[config.mk]
export PLATFORM = sky130hd
export DESIGN_NAME = sine_voice_with_tail_off
export DESIGN_NICKNAME = d
export VERILOG_FILES = /design/src/rtl/svt_pkg.sv /design/src/rtl/svt_seq.sv /design/src/rtl/sine_voice_with_tail_off.sv
export SDC_FILE = /design/constraint.sdc
export NUM_CORES = 2
export LEC_CHECK = 0
export BUFFER_PORTS_ARGS = -buffer_cell sky130_fd_sc_hd__buf_2
export CAP_MARGIN = 15
export CORE_UTILIZATION = 51
export CTS_CLUSTER_SIZE = 10
export DETAILED_ROUTE_END_ITERATION = 6
export PLACE_DENSITY = 0.74
export SKIP_CTS_REPAIR_TIMING = 1
export SLEW_MARGIN = 30
export SYNTH_ARGS = -nofsm -noshare
export SYNTH_HDL_FRONTEND = slang
export SYNTH_SLANG_ARGS = --single-unit
[constraint.sdc]
create_clock -name clk -period 15 [get_ports clk]
set_clock_uncertainty 0.2 [all_clocks]
set_input_delay 3 -clock clk [delete_from_list [all_inputs] [get_ports clk]]
set_output_delay 3 -clock clk [all_outputs]
set_load 0.03 [all_outputs]
[src/rtl/svt_pkg.sv]
// svt_pkg: types, constants and constant tables of the sine voice.
// Used by the sequencer, the top level and the checker.
package svt_pkg;

  localparam int PHASE_BITS      = 32;
  localparam int SINE_TABLE_BITS = 10;
  localparam int SAMPLE_BITS     = 16;
  localparam int QTR_BITS        = SINE_TABLE_BITS - 2;
  localparam int QTR_SIZE        = 1 << QTR_BITS;
  localparam int MAG_W           = SAMPLE_BITS - 1;
  localparam int LEVEL_FULL      = (3 << (SAMPLE_BITS - 1)) / 20;
  localparam int LVL_W           = $clog2(LEVEL_FULL + 1);
  localparam int SR_W            = 18;
  localparam int SEMI_W          = 25;
  localparam int OCT_W           = 4;
  localparam int NUM_W           = SEMI_W + (1 << OCT_W) - 5;
  localparam int DEN_W           = SR_W + 21;
  localparam int DVD_W           = NUM_W + PHASE_BITS;
  localparam int CNT_W           = $clog2(DVD_W);
  localparam int TAIL_W          = 16;
  localparam int MUL_W           = TAIL_W + 1;

  localparam logic [SR_W-1:0]   SR_RESET    = SR_W'(48000);
  localparam logic [TAIL_W-1:0] TAIL_FULL   = 16'hFFFF;
  localparam logic [TAIL_W-1:0] TAIL_END    = 16'd327;
  localparam logic [TAIL_W-1:0] DECAY_Q16   = 16'd64881;
  localparam logic [63:0]       ONE_Q30     = 64'd1 << 30;
  localparam logic [63:0]       HALF_PI_Q30 = 64'd1686629713;
  localparam logic [63:0]       SINE_AMP    = (64'd1 << (SAMPLE_BITS - 1)) - 64'd1;

  localparam logic [2:0] ADDR_SAMPLE_RATE = 3'd0;

  localparam logic [1:0] KIND_ON   = 2'd0;
  localparam logic [1:0] KIND_OFF  = 2'd1;
  localparam logic [1:0] KIND_TICK = 2'd2;

  typedef struct packed {
    logic [1:0] kind;
    logic [6:0] note_number;
    logic [6:0] note_velocity;
    logic       allow_tail_off;
  } in_t;

  typedef struct packed {
    logic signed [SAMPLE_BITS-1:0] sample_out;
    logic                          voice_active;
  } out_t;

  typedef enum logic [3:0] {
    OP_NOP, OP_ON_INIT, OP_DIV, OP_ON_DONE, OP_OFF, OP_SINE,
    OP_MUL_LEVEL, OP_MUL_TAIL, OP_MUL_DECAY, OP_EMIT, OP_EMIT_ZERO
  } op_t;

  typedef enum logic [1:0] {BR_NONE, BR_DIV_MORE, BR_SILENT} br_t;

  localparam int PC_W = 4;

  localparam logic [PC_W-1:0] PC_ON   = 4'd0;
  localparam logic [PC_W-1:0] PC_DIV  = 4'd1;
  localparam logic [PC_W-1:0] PC_OFF  = 4'd3;
  localparam logic [PC_W-1:0] PC_TICK = 4'd4;
  localparam logic [PC_W-1:0] PC_ZERO = 4'd9;

  typedef struct packed {
    op_t             op;
    br_t             br;
    logic [PC_W-1:0] target;
    logic            last;
    logic            emit;
  } uword_t;

  // sequencer -> datapath
  typedef struct packed {
    op_t  op;
    logic go;
  } ctl_t;

  // datapath -> sequencer
  typedef struct packed {
    logic silent;
    logic div_more;
    logic out_hold;
  } stat_t;

  typedef logic [11:0][SEMI_W-1:0] semi_tab_t;
  localparam semi_tab_t SEMI_TAB = {
    25'd32367136, 25'd30550508, 25'd28835840, 25'd27217409,
    25'd25689813, 25'd24247954, 25'd22887021, 25'd21602472,
    25'd20390018, 25'd19245614, 25'd18165441, 25'd17145893
  };

  typedef logic [QTR_SIZE-1:0][MAG_W-1:0] sine_tab_t;
  typedef logic [127:0][LVL_W-1:0]        lvl_tab_t;

  function automatic logic [63:0] mul_q30(input logic [63:0] a, input logic [63:0] b);
    return (a * b) >> 30;
  endfunction

  // degree-11 odd Taylor series of sin(pi/2*u), u in Q30
  function automatic logic [MAG_W-1:0] quarter_sine(input logic [63:0] u);
    logic [63:0] x, x2, s, r;
    x  = mul_q30(u, HALF_PI_Q30);
    x2 = mul_q30(x, x);
    s  = ONE_Q30 - x2 / 110;
    s  = ONE_Q30 - mul_q30(x2 / 72, s);
    s  = ONE_Q30 - mul_q30(x2 / 42, s);
    s  = ONE_Q30 - mul_q30(x2 / 20, s);
    s  = ONE_Q30 - mul_q30(x2 / 6, s);
    s  = mul_q30(x, s);
    r  = (s * SINE_AMP + (ONE_Q30 >> 1)) >> 30;
    return r[MAG_W-1:0];
  endfunction

  function automatic sine_tab_t build_sine();
    sine_tab_t t;
    for (int i = 0; i < QTR_SIZE; i++) begin
      t[i] = quarter_sine(64'(i) << (30 - QTR_BITS));
    end
    return t;
  endfunction

  function automatic lvl_tab_t build_level();
    lvl_tab_t t;
    for (int v = 0; v < 128; v++) begin
      t[v] = LVL_W'((LEVEL_FULL * v) / 127);
    end
    return t;
  endfunction

  localparam sine_tab_t        SINE_TAB  = build_sine();
  localparam logic [MAG_W-1:0] SINE_PEAK = quarter_sine(ONE_Q30);
  localparam lvl_tab_t         LEVEL_TAB = build_level();

endpackage

[src/rtl/svt_seq.sv]
// svt_seq: microcode sequencer of the sine voice (program ROM, step counter, jumps).
// Depends on svt_pkg.
module svt_seq import svt_pkg::*; (
  input  logic            clk,
  input  logic            rst,
  input  logic            start,
  input  logic [PC_W-1:0] entry,
  input  stat_t           stat,
  output ctl_t            ctl,
  output logic            busy
);

  function automatic uword_t rom(input logic [PC_W-1:0] a);
    uword_t w;
    w = '{op: OP_NOP, br: BR_NONE, target: '0, last: 1'b1, emit: 1'b0};
    case (a)
      4'd0:    w = '{op: OP_ON_INIT,   br: BR_NONE,     target: '0,      last: 1'b0, emit: 1'b0};
      4'd1:    w = '{op: OP_DIV,       br: BR_DIV_MORE, target: PC_DIV,  last: 1'b0, emit: 1'b0};
      4'd2:    w = '{op: OP_ON_DONE,   br: BR_NONE,     target: '0,      last: 1'b1, emit: 1'b0};
      4'd3:    w = '{op: OP_OFF,       br: BR_NONE,     target: '0,      last: 1'b1, emit: 1'b0};
      4'd4:    w = '{op: OP_SINE,      br: BR_SILENT,   target: PC_ZERO, last: 1'b0, emit: 1'b0};
      4'd5:    w = '{op: OP_MUL_LEVEL, br: BR_NONE,     target: '0,      last: 1'b0, emit: 1'b0};
      4'd6:    w = '{op: OP_MUL_TAIL,  br: BR_NONE,     target: '0,      last: 1'b0, emit: 1'b0};
      4'd7:    w = '{op: OP_MUL_DECAY, br: BR_NONE,     target: '0,      last: 1'b0, emit: 1'b0};
      4'd8:    w = '{op: OP_EMIT,      br: BR_NONE,     target: '0,      last: 1'b1, emit: 1'b1};
      4'd9:    w = '{op: OP_EMIT_ZERO, br: BR_NONE,     target: '0,      last: 1'b1, emit: 1'b1};
      default: w = '{op: OP_NOP,       br: BR_NONE,     target: '0,      last: 1'b1, emit: 1'b0};
    endcase
    return w;
  endfunction

  logic [PC_W-1:0] pc, pc_next;
  logic            busy_next;
  uword_t          word;
  logic            go;
  logic            taken;

  assign word = rom(pc);

  always_comb begin
    go = busy && !(word.emit && stat.out_hold);
    case (word.br)
      BR_DIV_MORE: taken = stat.div_more;
      BR_SILENT:   taken = stat.silent;
      default:     taken = 1'b0;
    endcase
  end

  always_comb begin
    pc_next   = pc;
    busy_next = busy;
    if (!busy) begin
      if (start) begin
        pc_next   = entry;
        busy_next = 1'b1;
      end
    end else if (go) begin
      if (taken) begin
        pc_next = word.target;
      end else if (word.last) begin
        busy_next = 1'b0;
      end else begin
        pc_next = pc + 1'b1;
      end
    end
  end

  always_comb begin
    ctl.op = busy ? word.op : OP_NOP;
    ctl.go = go;
  end

  always_ff @(posedge clk) begin
    if (rst) begin
      pc   <= '0;
      busy <= 1'b0;
    end else begin
      pc   <= pc_next;
      busy <= busy_next;
    end
  end

endmodule

[src/rtl/sine_voice_with_tail_off.sv]
// sine_voice_with_tail_off: top level; datapath, APB register and output register.
// Depends on svt_pkg and svt_seq.
//
//  channel | signals                         | direction
//  in      | in_valid, in_stall, in_data     | note on / note off / tick items
//  out     | out_valid, out_stall, out_data  | one sample per tick
//  cfg     | psel, penable, pwrite, paddr,   | sample_rate at byte address 0
//          | pwdata, prdata, pready          |
//
// One item at a time. Note on: a bit-per-cycle restoring divider over a 68-bit dividend
// sets the phase step. Note off: arms the release tail or stops the voice. Tick: sine,
// level, tail and decay steps on one shared 17x17 multiplier; a silent voice emits zero.
// An emit step waits while the previous sample is stalled. Reset is synchronous.
module sine_voice_with_tail_off import svt_pkg::*; (
  input  logic        clk,
  input  logic        rst,
  input  logic        in_valid,
  output logic        in_stall,
  input  in_t         in_data,
  output logic        out_valid,
  input  logic        out_stall,
  output out_t        out_data,
  input  logic        psel,
  input  logic        penable,
  input  logic        pwrite,
  input  logic [2:0]  paddr,
  input  logic [31:0] pwdata,
  output logic [31:0] prdata,
  output logic        pready
);

  logic [SR_W-1:0]       sample_rate;
  logic [PHASE_BITS-1:0] phase, phase_step;
  logic [LVL_W-1:0]      note_level;
  logic [TAIL_W-1:0]     tail_gain;
  logic                  tailing;

  logic [MAG_W-1:0]      mag;
  logic                  neg;
  logic [2*MUL_W-1:0]    prod;
  logic [DEN_W-1:0]      rem;
  logic [DVD_W-1:0]      dvd;
  logic [CNT_W-1:0]      cnt;

  logic                  busy;
  logic                  start;
  logic [PC_W-1:0]       entry;
  ctl_t                  ctl;
  stat_t                 stat;

  // APB
  assign pready = 1'b1;
  assign prdata = (paddr == ADDR_SAMPLE_RATE) ? 32'(sample_rate) : 32'd0;

  always_ff @(posedge clk) begin
    if (rst) begin
      sample_rate <= SR_RESET;
    end else if (psel && penable && pwrite && paddr == ADDR_SAMPLE_RATE) begin
      sample_rate <= pwdata[SR_W-1:0];
    end
  end

  // input decode
  assign in_stall = busy;

  always_comb begin
    start = in_valid && !busy;
    case (in_data.kind)
      KIND_ON:   entry = PC_ON;
      KIND_OFF:  entry = PC_OFF;
      KIND_TICK: entry = PC_TICK;
      default: begin
        entry = PC_ON;
        start = 1'b0;
      end
    endcase
  end

  assign stat.silent   = (phase_step == '0);
  assign stat.div_more = (cnt != '0);
  assign stat.out_hold = out_valid && out_stall;

  svt_seq u_seq (
    .clk   (clk),
    .rst   (rst),
    .start (start),
    .entry (entry),
    .stat  (stat),
    .ctl   (ctl),
    .busy  (busy)
  );

  // note-on operand setup
  logic [6:0]        note;
  logic [6:0]        vel;
  logic              tail_req;
  logic [14:0]       note_x171;
  logic [OCT_W-1:0]  oct;
  logic [3:0]        semi;
  logic [NUM_W-1:0]  num;
  logic [SR_W-1:0]   sr_eff;
  logic [DEN_W-1:0]  den;
  logic [DEN_W:0]    rs;
  logic              ge;

  // item fields held for the whole sequence
  always_ff @(posedge clk) begin
    if (start) begin
      note     <= in_data.note_number;
      vel      <= in_data.note_velocity;
      tail_req <= in_data.allow_tail_off;
    end
  end

  assign note_x171 = {8'd0, note} * 15'd171;
  assign oct       = OCT_W'(note_x171 >> 11);
  assign semi      = 4'(note - {3'd0, oct} * 7'd12);
  assign num       = NUM_W'(SEMI_TAB[semi]) << oct;
  assign sr_eff    = (sample_rate == '0) ? SR_W'(1) : sample_rate;
  assign den       = {sr_eff, 21'd0};
  assign rs        = {rem, dvd[DVD_W-1]};
  assign ge        = (rs >= {1'b0, den});

  // sine lookup
  logic [SINE_TABLE_BITS-1:0] idx;
  logic [QTR_BITS-1:0]        qpos;
  logic [MAG_W-1:0]           sine_mag;

  assign idx  = phase[PHASE_BITS-1 -: SINE_TABLE_BITS];
  assign qpos = idx[QTR_BITS-1:0];

  always_comb begin
    if (!idx[QTR_BITS]) begin
      sine_mag = SINE_TAB[qpos];
    end else if (qpos == '0) begin
      sine_mag = SINE_PEAK;
    end else begin
      sine_mag = SINE_TAB[QTR_BITS'(QTR_SIZE - int'(qpos))];
    end
  end

  // shared multiplier
  logic [MUL_W-1:0]   mul_a, mul_b;
  logic [TAIL_W-1:0]  tail_dec;
  logic               tail_done;

  always_comb begin
    case (ctl.op)
      OP_MUL_LEVEL: begin
        mul_a = MUL_W'(mag);
        mul_b = MUL_W'(note_level);
      end
      OP_MUL_TAIL: begin
        mul_a = MUL_W'(prod[MAG_W +: TAIL_W]);
        mul_b = tailing ? MUL_W'(tail_gain) : (MUL_W'(1) << TAIL_W);
      end
      OP_MUL_DECAY: begin
        mul_a = MUL_W'(tail_gain);
        mul_b = MUL_W'(DECAY_Q16);
      end
      default: begin
        mul_a = '0;
        mul_b = '0;
      end
    endcase
  end

  assign tail_dec  = prod[TAIL_W +: TAIL_W];
  assign tail_done = tailing && (tail_dec <= TAIL_END);

  // datapath state
  always_ff @(posedge clk) begin
    if (rst) begin
      phase      <= '0;
      phase_step <= '0;
      note_level <= '0;
      tail_gain  <= '0;
      tailing    <= 1'b0;
    end else if (ctl.go) begin
      case (ctl.op)
        OP_ON_INIT: begin
          phase      <= '0;
          tail_gain  <= '0;
          tailing    <= 1'b0;
          note_level <= LEVEL_TAB[vel];
        end
        OP_ON_DONE: phase_step <= dvd[PHASE_BITS-1:0];
        OP_OFF: begin
          if (tail_req) begin
            if (!tailing) begin
              tailing   <= 1'b1;
              tail_gain <= TAIL_FULL;
            end
          end else begin
            phase_step <= '0;
          end
        end
        OP_EMIT: begin
          phase <= phase + phase_step;
          if (tailing) begin
            tail_gain <= tail_dec;
          end
          if (tail_done) begin
            phase_step <= '0;
          end
        end
        default: ;
      endcase
    end
  end

  always_ff @(posedge clk) begin
    if (ctl.go) begin
      case (ctl.op)
        OP_ON_INIT: begin
          rem <= '0;
          dvd <= {num, {PHASE_BITS{1'b0}}};
          cnt <= CNT_W'(DVD_W - 1);
        end
        OP_DIV: begin
          rem <= ge ? DEN_W'(rs - {1'b0, den}) : rs[DEN_W-1:0];
          dvd <= {dvd[DVD_W-2:0], ge};
          cnt <= cnt - 1'b1;
        end
        OP_SINE: begin
          mag <= sine_mag;
          neg <= idx[SINE_TABLE_BITS-1];
        end
        OP_MUL_LEVEL, OP_MUL_TAIL: prod <= mul_a * mul_b;
        OP_MUL_DECAY: begin
          mag  <= prod[TAIL_W +: MAG_W];
          prod <= mul_a * mul_b;
        end
        default: ;
      endcase
    end
  end

  // output register
  logic emit_go;
  assign emit_go = ctl.go && (ctl.op == OP_EMIT || ctl.op == OP_EMIT_ZERO);

  always_ff @(posedge clk) begin
    if (rst) begin
      out_valid <= 1'b0;
    end else if (emit_go) begin
      out_valid <= 1'b1;
    end else if (!out_stall) begin
      out_valid <= 1'b0;
    end
  end

  always_ff @(posedge clk) begin
    if (emit_go) begin
      if (ctl.op == OP_EMIT) begin
        out_data.sample_out   <= neg ? -$signed({1'b0, mag}) : $signed({1'b0, mag});
        out_data.voice_active <= !tail_done;
      end else begin
        out_data.sample_out   <= '0;
        out_data.voice_active <= 1'b0;
      end
    end
  end

endmodule

==> flow_summary.ini <==
[run_status]
outcome = finished, violations left
violations = design-rule violations

[routing]
post_drt_wl_per_cell_um = 21.8
vias_per_cell = 6.49
antenna_left = 0
vias = 36089
wl_um = 121000
post-route-drc-count = 4
dr.pass1.iters = 7
dr.first_iter.drc_count = 4873

[yosys]
synth_flop_cell = edfxtp_1
yosysTopAreaCellShare = 0.146
ys_top_cells_by_area = edfxtp_1 (15%), fa_1 (12%), ha_1 (8.6%), dfxtp_1 (7.7%), nand2_1 (5.8%)
synth-seq-cells = 321
synth_common_cells = nand2_1 (570), nor2_1 (519), a21oi_1 (387), inv_1 (340), o21ai_0 (307)
ys_seq_area_frac = 0.224
synth_warnings = 0
yosysTopAreaCell = edfxtp_1
synth_edf_count = 179
async_reset_ff_frac = 0
netlist-cell-type-count = 106
netlist_area_um2 = 36800
avgSynthCellArea_um2 = 7.78
synthMostInstantiatedCell = nand2_1
syn-instance-count = 4727

[layout]
syn_to_final_growth_pct = 5.73
design_area_um2 = 38900
drive_gt1_frac = 0.0722
antenna_cells = 0
final_nets = 5113

[global_routing]
grt-ovfl-total = 0
grt_antenna_before_repair = 5
grt_max_degree = 95
grt_pass1_vias = 33879
grt_usage = 0.323
grt_first_pass_wirelength_um = 191000

[worst_setup_path]
path_class = flip-flop to flip-flop
cp.required_ns = 15.08
worstSetupStartpointType = flip-flop
cp.arrival_ns = 8.79
endpoint_kind = flip-flop
cp_max_fo = 72

[placed_design]
place_congestion = 1.03
placed_cell_area_um2 = 37700
port_buffers = 81
dp_slack_ns = 6.36
dp_hpwl_um = 85700

[sta]
final-max-slew-violation-count = 0
setup_viol = 0
tns_ns = 0
rsz0062_at_grt = no
fmax_ghz = 0.115
finalCritPeriodShare = 0.581
slew-limit-headroom = 0.338
fin_crit_ns = 8.71
tightestPinTransition_ns = 0.993
setup_ws_ns = 6.29
hold_violations = 0

[die]
initial_utilization = 0.515
die_w_um = 270
rows = 98
die_h_um = 270
ioPinCount = 111
core_area_um2 = 71400
die_area_um2 = 73200

[pwr]
p_leak_nw = 16.0
power_frac_comb = 0.403
p_switching_mw = 1.22
pwr-share-clk = 0.268
power.ir.vdd_worst_v = 0.000137
p_int_mw = 2.02
netSwitchingFraction = 0.377
p_per_area_nw_per_um2 = 83.5
p_seq_frac = 0.330

[worst_hold_path]
hold_path.class = flip-flop to flip-flop

[clock_tree]
numCtsBuffers = 39
clk_pin_slew_ns = 0.06
clockBufferDepth = 3
htreeDepth = 2
cts_tree = yes
clkSinkCount = 321
root_buffer = clkbuf_16
clk_latency_ns = 0.54

[job]
maxCapViolations = 0
[cell usage in the layout (no fill, tap or decap), types with 41 or more instances in the layout]
cell        n
a211oi_1   77
a21o_1     45
a21oi_1   386
a22oi_1    42
a31oi_1    63
and2_1     90
buf_2      81
buf_4      94
dfxtp_1   140
edfxtp_1  179
fa_1      217
ha_1      252
inv_1     339
mux2i_1    66
nand2_1   569
nand2b_1   46
nand3_1   116
nor2_1    517
nor3_1    116
o211ai_1   67
o21ai_0   307
o22ai_1    41
xnor2_1    55
[state kept, by name (all words and copies together), names as in the netlist, 4 cells and up, named ones only]
register	flops
out_data	17
mag	15
u_seq.pc	4
dvd	68
rem	39
phase_step	32
vel	7
u_seq.word	9
tail_gain	16
note_level	13
cnt	7
phase	32
prod	17
note	7
sample_rate	18
[power by group through the flow]
stage | combinational (mW) | sequential [mW] | clock, mW
2_1_floorplan | 0.993 | 1.08 | 0
6_report | 1.31 | 1.07 | 0.869
4_1_cts | 1.29 | 1.07 | 0.880
3_5_place_dp | 1.28 | 1.09 | 0
3_3_place_gp | 1.26 | 1.09 | 0
5_1_grt | 1.45 | 1.08 | 0.919
[final timing paths]
check / slack, ns / from / endpoint / cells after the start
setup / recovery: 6.29 / u_seq.word[11] / prod[31] / 27
hold reg to reg: 0.26 / phase[15] / phase[15] / 2
setup reg to reg: 6.29 / u_seq.word[11] / prod[31] / 27
hold / removal: 0.26 / phase[15] / phase[15] / 2
[per-layer routing]
metal	GRT usage	up-vias	share of wire
met3	0.0597	432	0.10
met4	0.141	4	0.046
met5	0	-	0.00021
met2	0.488	2149	0.43
met1	0.449	17061	0.41
li1	-	16443	-
[kinds of logic after synthesis]
| kind of cell | after synthesis | synth area share |
|---|---|---|
| xor gates and xnor gates | 94 | 0.0224 |
| AOI/OAI and AO/OA | 1375 | 0.242 |
| DFF | 321 | 0.224 |
| buffers and inverters | 729 | 0.0797 |
| muxes | 83 | 0.0248 |
| and+or+nand+nor | 1653 | 0.203 |
| adders and majority gates | 470 | 0.204 |
| other | 2 | 0.000204 |
[critical path, stage by stage (launching register included)]
cell	delay, ns
dfxtp_1	0.64
nand2b_1	0.29
nor3_4	0.21
buf_4	0.56
a221o_1	0.63
nand2_1	0.17
fa_1	0.54
fa_1	0.52
fa_1	0.52
inv_1	0.06
fa_1	0.50
fa_1	0.49
inv_1	0.05
fa_1	0.48
inv_1	0.05
ha_1	0.19
nor4_1	0.25
nand2_1	0.15
a31oi_1	0.21
o41a_1	0.24
o31ai_1	0.12
a21o_1	0.25
a31oi_1	0.36
o21ai_1	0.16
and2_1	0.20
o21a_1	0.19
nor2_1	0.11
xnor2_1	0.08
[area by class of cell]
type                    count  area, µm²
well taps                 950       1190
clock buffers              64       1100
repair buffers            180       1160
inverters                 352       1330
clock inverters             5       45.0
fillers                  6762      32500
flip-flops and latches    321       8220
multi-input cells        3690      25800
[through the flow]
step           power (mW)  hold slack [ns]  utilization  instances
3_3_place_gp         2.35            0.246        0.527       5487
6_report             3.25            0.258        0.545       5562
5_1_grt              3.45            0.295        0.545       5562
4_1_cts              3.24            0.259        0.544       5560
3_5_place_dp         2.37            0.252        0.528       5491
2_1_floorplan        2.07            0.224            -       4740
(Power assumes the default switching activity.)
